### src/hw/rtl/bclru_ram.sv
// Generic synchronous RAM with one write port, one read port and registered read data.
// No dependencies.
`timescale 1ns / 1ps
module bclru_ram #(
  parameter int Width = 8,
  parameter int Depth = 16
) (
  input  logic                     clk_i,
  input  logic                     we_i,
  input  logic [$clog2(Depth)-1:0] waddr_i,
  input  logic [Width-1:0]         wdata_i,
  input  logic [$clog2(Depth)-1:0] raddr_i,
  output logic [Width-1:0]         rdata_o
);
  logic [Width-1:0] mem [Depth];

  always_ff @(posedge clk_i) begin
    if (we_i) begin
      mem[waddr_i] <= wdata_i;
    end
    rdata_o <= mem[raddr_i];
  end
endmodule
### config.mk
export PLATFORM = sky130hd
export DESIGN_NAME = bclru_ram
export DESIGN_NICKNAME = d
export VERILOG_FILES = /design/src/hw/rtl/bclru_ram.sv
export SDC_FILE = /design/constraint.sdc
export NUM_CORES = 1
export LEC_CHECK = 0
export BUFFER_PORTS_ARGS = -buffer_cell sky130_fd_sc_hd__buf_2
export CORE_MARGIN = 2
export CORE_UTILIZATION = 35
export CTS_CLUSTER_DIAMETER = 150
export DETAILED_ROUTE_END_ITERATION = 10
export PLACE_DENSITY = 0.56
export SLEW_MARGIN = 20
export SYNTH_ARGS = -nofsm -noshare
export SYNTH_HDL_FRONTEND = slang
export SYNTH_SLANG_ARGS = --single-unit
### constraint.sdc
create_clock -name clk_i -period 1.81 [get_ports clk_i]
set_clock_uncertainty 0.2 [all_clocks]
set_input_delay 0.0905 -clock clk_i [delete_from_list [all_inputs] [get_ports clk_i]]
set_output_delay 0.0905 -clock clk_i [all_outputs]
set_load 0.02 [all_outputs]
# --- Yosys cells after proc, flatten, opt, wreduce, memory -nomap -nowiden ---
# Memory sizes are Yosys's and may differ from the RTL's. A register that Yosys moved wholly into a read port is not among the register bits.
# Index checks and enable logic that the tools add are counted.
classes:
  bitwise: 0
  n_eq_ne: 0
  n_reduce_logical: 0
  mux: 2
  div: 0
  order_cmp: 0
  multipliers: 0
  n_addsub: 0
  shift: 0
op_table:
  columns: ["cell", "n"]
  rows:
  - ["$mux 1", 2]
totals:
  mem_count: 1
  ram_bits: 128
  input_bits: 18
  latchBits: 0
  reg_bits: 0
  out_inout_bits: 8
  rom_bits: 0
mem_list:
  columns: ["name", "depth", "width", "rd", "rd_clocked_by_memory_dff", "write_ports", "line_no", "source"]
  rows:
  - ["mem", 16, 8, 1, 1, 1, "15", "logic [Width-1:0] mem [Depth];"]

# --- Longest topological paths before layout ---
depth:
  ltp_word: 2
  ltp_mapped: 5

# --- Worst setup path before layout ---
# OpenSTA, ideal clock, no wires.
synth_timing:
  path_kind: "input port to flip-flop"
  startpoint: "input waddr_i[2]"
  endpoint: "memory mem[0][0], enable pin"
  n_path_buf: 0
  slack_ps: 27
  arrival_ps: 1200
  stages: 2
  cell_sequence: "or3b_2 > nor3_1"
synth_rtl:
  columns: ["item", "line_no", "source"]
  rows:
  - ["from (decl)", "10", "input logic [$clog2(Depth)-1:0] waddr_i,"]
  - ["to (decl)", "15", null]
# Straight into the memory's write port.

==> key figures <==
Outcome
  – Run status: completed

Final layout
  – Layout overhead on the synthesized area: 23.7%
  – Final std cell area, no fill: roughly 0.0064 mm²
  – Core occupancy in the finished layout: 0.441
  – Net count, final: 321
  – Layout Cells excl Fill: between 500 and 600
  – Layout cells sized above 1: 0.342
  – Filler Cell Count: around 1300

STA
  – Post-Route Hold Slack: 0.0343 ns
  – Highest clock rate: 617 MHz
  – Final Worst Setup Slack: around 0.19 ns
  – Crit share post-route: 0.895
  – Worst slew slack as a fraction of its limit: 0.699
  – RSZ-0062 raised after global routing: false
  – Total setup violations reported at the end of the flow: 0
  – Measured slew at the worst slew-check pin: ~0.45 ns
  – Hold violation count in the final report: 0
  – Final slew viol count: 0
  – Final critical-path required period: 1.62 ns

Worst setup path
  – CP max FO: 30
  – CP Capture Type: register
  – Worst-case reg-to-reg path depth: 3
  – Data arrival at the endpoint of the critical path: 1.73 ns
  – Register-to-register path setup slack: around 0.22 ns
  – Data required time of the critical path: 1.92 ns
  – Reg-to-reg startpoint: mem[9][4]
  – CP startpoint kind: input pin
  – Class of the most critical setup path: in2reg
  – Reg-to-reg endpoint: rdata_o[4]

Global routing
  – All-Layer GR Usage: 0.150
  – Maximum number of pins on one net before global-route repair: 31
  – First-pass GRT wire length: 16.4 mm
  – Via count of the first global-routing pass: 2623
  – Number of antenna violations at the first check in global routing: 0
  – GR Overflow Total: 0

Detailed routing
  – Number of detailed-routing iterations run before antenna repair: 4
  – DRC errors left: 0
  – Wire length after detailed routing: 11.0 mm
  – Total vias in the final route: roughly 2500
  – Remaining antenna violation count after routing: 0
  – WL per Instance: 21.9 µm
  – DRT iter0 DRCs: 201
  – Via-per-instance ratio: 5.00

Place
  – Buffers on Ports: 25
  – Total instance count after detailed placement: 459
  – Placed Instance Area: 0.00569 mm²
  – Pre-CTS setup slack: -0.0521 ns
  – Last weighted congestion value of the routability-driven placer: 0.754
  – Estimated wirelength of the detail-placed design: 6.97 mm

Clock network
  – Number of setup buffers added after CTS: 0
  – Clock latency at the later pin of the worst-skew pair: approximately 0.43 ns
  – Maximum count of clock buffers along a single path: 2
  – Library cell used as clock root buffer: sky130_fd_sc_hd__clkbuf_16
  – H-tree depth reported by CTS: 4
  – Clock slew seen by the registers of the worst setup and hold paths: ~0.060 ns
  – Sinks on the clock net: 136
  – Cts bufs inserted: 17
  – CTS tree: yes

Synthesis
  – Synthesized netlist net count: 247
  – Mean instance size in the synthesized netlist: 22.5 µm²
  – Cell count after synthesis: around 230
  – Syn Std Cell Area: 0.00515 mm²
  – Post-synthesis cell type count: 19
  – Synth Warn #: 0
  – Seq/Total Area, Yosys: 0.778
  – Synthesis-stage register bit count: 136

Floorplan
  – CORE AREA: 0.0144 mm²
  – Standard-cell row count: 44
  – Starting density of the core: 0.357
  – Vertical extent of the die: 125 µm
  – Horizontal die dimension: about 130 µm
  – Die area: 0.0157 mm²
  – I/O pin count: 26

Job
  – Count of maximum capacitance violations: 0

Hold path
  – Class of the most critical hold timing path: in2reg
  – Worst Hold Path EP: rdata_o[4]
  – Startpoint of the most critical hold path: raddr_i[0]
  – Hold-critical path depth: 4

Power and ir drop
  – Pleak: 0.00217 µW
  – Pwr Density: 1140 mW/mm²
  – Maximum resistive drop on vdd: roughly 0.00055 V
registers in the layout (all words and copies together) (netlist names):
signal	flops
rdata_o	8
mem	128
layout make-up:
type	count	area [µm²]	area share
Sequential cell	136	4000	0.629
Multi-Input combinational cell	83	1060	0.167
Timing Repair Buffer	65	485	0.0763
Clock buffer	17	425	0.0668
Tap cell	184	230	0.0362
Clock inverter	15	155	0.0244
Antenna cell	1	2.50	0.000393
how the worst max path moves through the flow:
stage                     startpoint         end  slack [ns]  depth (start not counted)
after floorplan           waddr_i[2]   mem[0][0]        0.03                          2
after global placement    raddr_i[0]  rdata_o[4]       -0.05                          5
after detailed placement  raddr_i[0]  rdata_o[4]       -0.05                          5
after CTS                 raddr_i[1]  rdata_o[4]        0.09                          6
after global routing      raddr_i[1]  rdata_o[4]         0.1                          6
final                     raddr_i[1]  rdata_o[4]        0.19                          6
power breakdown:
part | switching, µW | total (µW) | internal (µW)
clock | 1330 | 3350 | 2020
sequential | 27.6 | 3550 | 3520
combinational | 213 | 384 | 171
Yosys cell counts:
library cell                      number  area [µm²]
sky130_fd_sc_hd__buf_4                 1        7.51
sky130_fd_sc_hd__buf_2                 3        15.0
sky130_fd_sc_hd__a22oi_1              16         120
sky130_fd_sc_hd__and2b_1               1        7.51
sky130_fd_sc_hd__clkdlybuf4s25_2       3        30.0
sky130_fd_sc_hd__nor2b_1               1        6.26
sky130_fd_sc_hd__mux4_1               14         368
sky130_fd_sc_hd__nand3_1               1        5.00
sky130_fd_sc_hd__nand2_1               9        33.8
sky130_fd_sc_hd__nand2b_1              2        12.5
sky130_fd_sc_hd__dfxtp_1               8         160
sky130_fd_sc_hd__mux4_2               18         405
sky130_fd_sc_hd__buf_6                 3        33.8
sky130_fd_sc_hd__and2_1                1        6.26
sky130_fd_sc_hd__nand3b_1              2        15.0
sky130_fd_sc_hd__nor2_1               13        48.8
sky130_fd_sc_hd__or3b_2                1        8.76
sky130_fd_sc_hd__edfxtp_1            128        3840
sky130_fd_sc_hd__nor3_1                4        20.0
repair_timing:
| item | in CTS | in global routing |
|---|---|---|
| endpoints found under the setup margin | 0 | 1 |
| gates resized for setup | 0 | 1 |
| hold buffers | 9 | 0 |
| hold endpoints to repair | 129 | 0 |
kinds of logic (layout without fill, tap and decap cells):
| group | after synthesis | after routing | share of synthesized area |
|---|---|---|---|
| flip-flops | 136 | 136 | 0.778 |
| AND/OR/NAND/NOR | 35 | 35 | 0.0318 |
| multiplexers | 32 | 32 | 0.150 |
| AO/OA/AOI/OAI | 16 | 16 | 0.0233 |
| buffers and inverters | 10 | 97 | 0.0168 |
| other | 0 | 1 | 0 |
metrics by stage:
step	setup TNS, ns	power [µW]
2_1_floorplan	0	3810
3_3_place_gp	-0.0523	3980
3_5_place_dp	-0.0521	3990
4_1_cts	0	7350
5_1_grt	0	7500
6_report	0	7280
per-layer routing:
metal  global-route usage  vias to the layer above  wire length [µm]
met5                    0                        -                 0
met1                0.210                     1289              5130
met4               0.0608                        0               187
met2                0.218                       82              4970
li1                     -                     1121                 -
met3               0.0471                       15               703
critical path: stages:
cell and delay, ns:
sky130_fd_sc_hd__dlygate4sd3_1 0.51, sky130_fd_sc_hd__buf_2 0.16, sky130_fd_sc_hd__buf_12 0.23, sky130_fd_sc_hd__mux4_1 0.34, sky130_fd_sc_hd__a22oi_2 0.30, sky130_fd_sc_hd__nand2_1 0.07
placed cells by master, fill, tap and decap left out, drive strengths merged:
| cell type | netlist | routed |
|---|---|---|
| nand3 | 1 | 1 |
| diode | 0 | 1 |
| clkbuf | 0 | 17 |
| inv | 0 | 1 |
| edfxtp | 128 | 128 |
| mux4 | 32 | 32 |
| or3b | 1 | 1 |
| nand2 | 9 | 9 |
| nor2b | 1 | 1 |
| clkinv | 0 | 6 |
| nand2b | 2 | 2 |
| and2 | 1 | 1 |
| dfxtp | 8 | 8 |
| a22oi | 16 | 16 |
| buf | 7 | 56 |
| nand3b | 2 | 2 |
| clkinvlp | 0 | 6 |
| dlygate4sd3 | 0 | 9 |
| and2b | 1 | 1 |
| nor3 | 4 | 4 |
| bufinv | 0 | 2 |
| nor2 | 13 | 13 |
No activity file was read; power rests on OpenSTA's default activity.
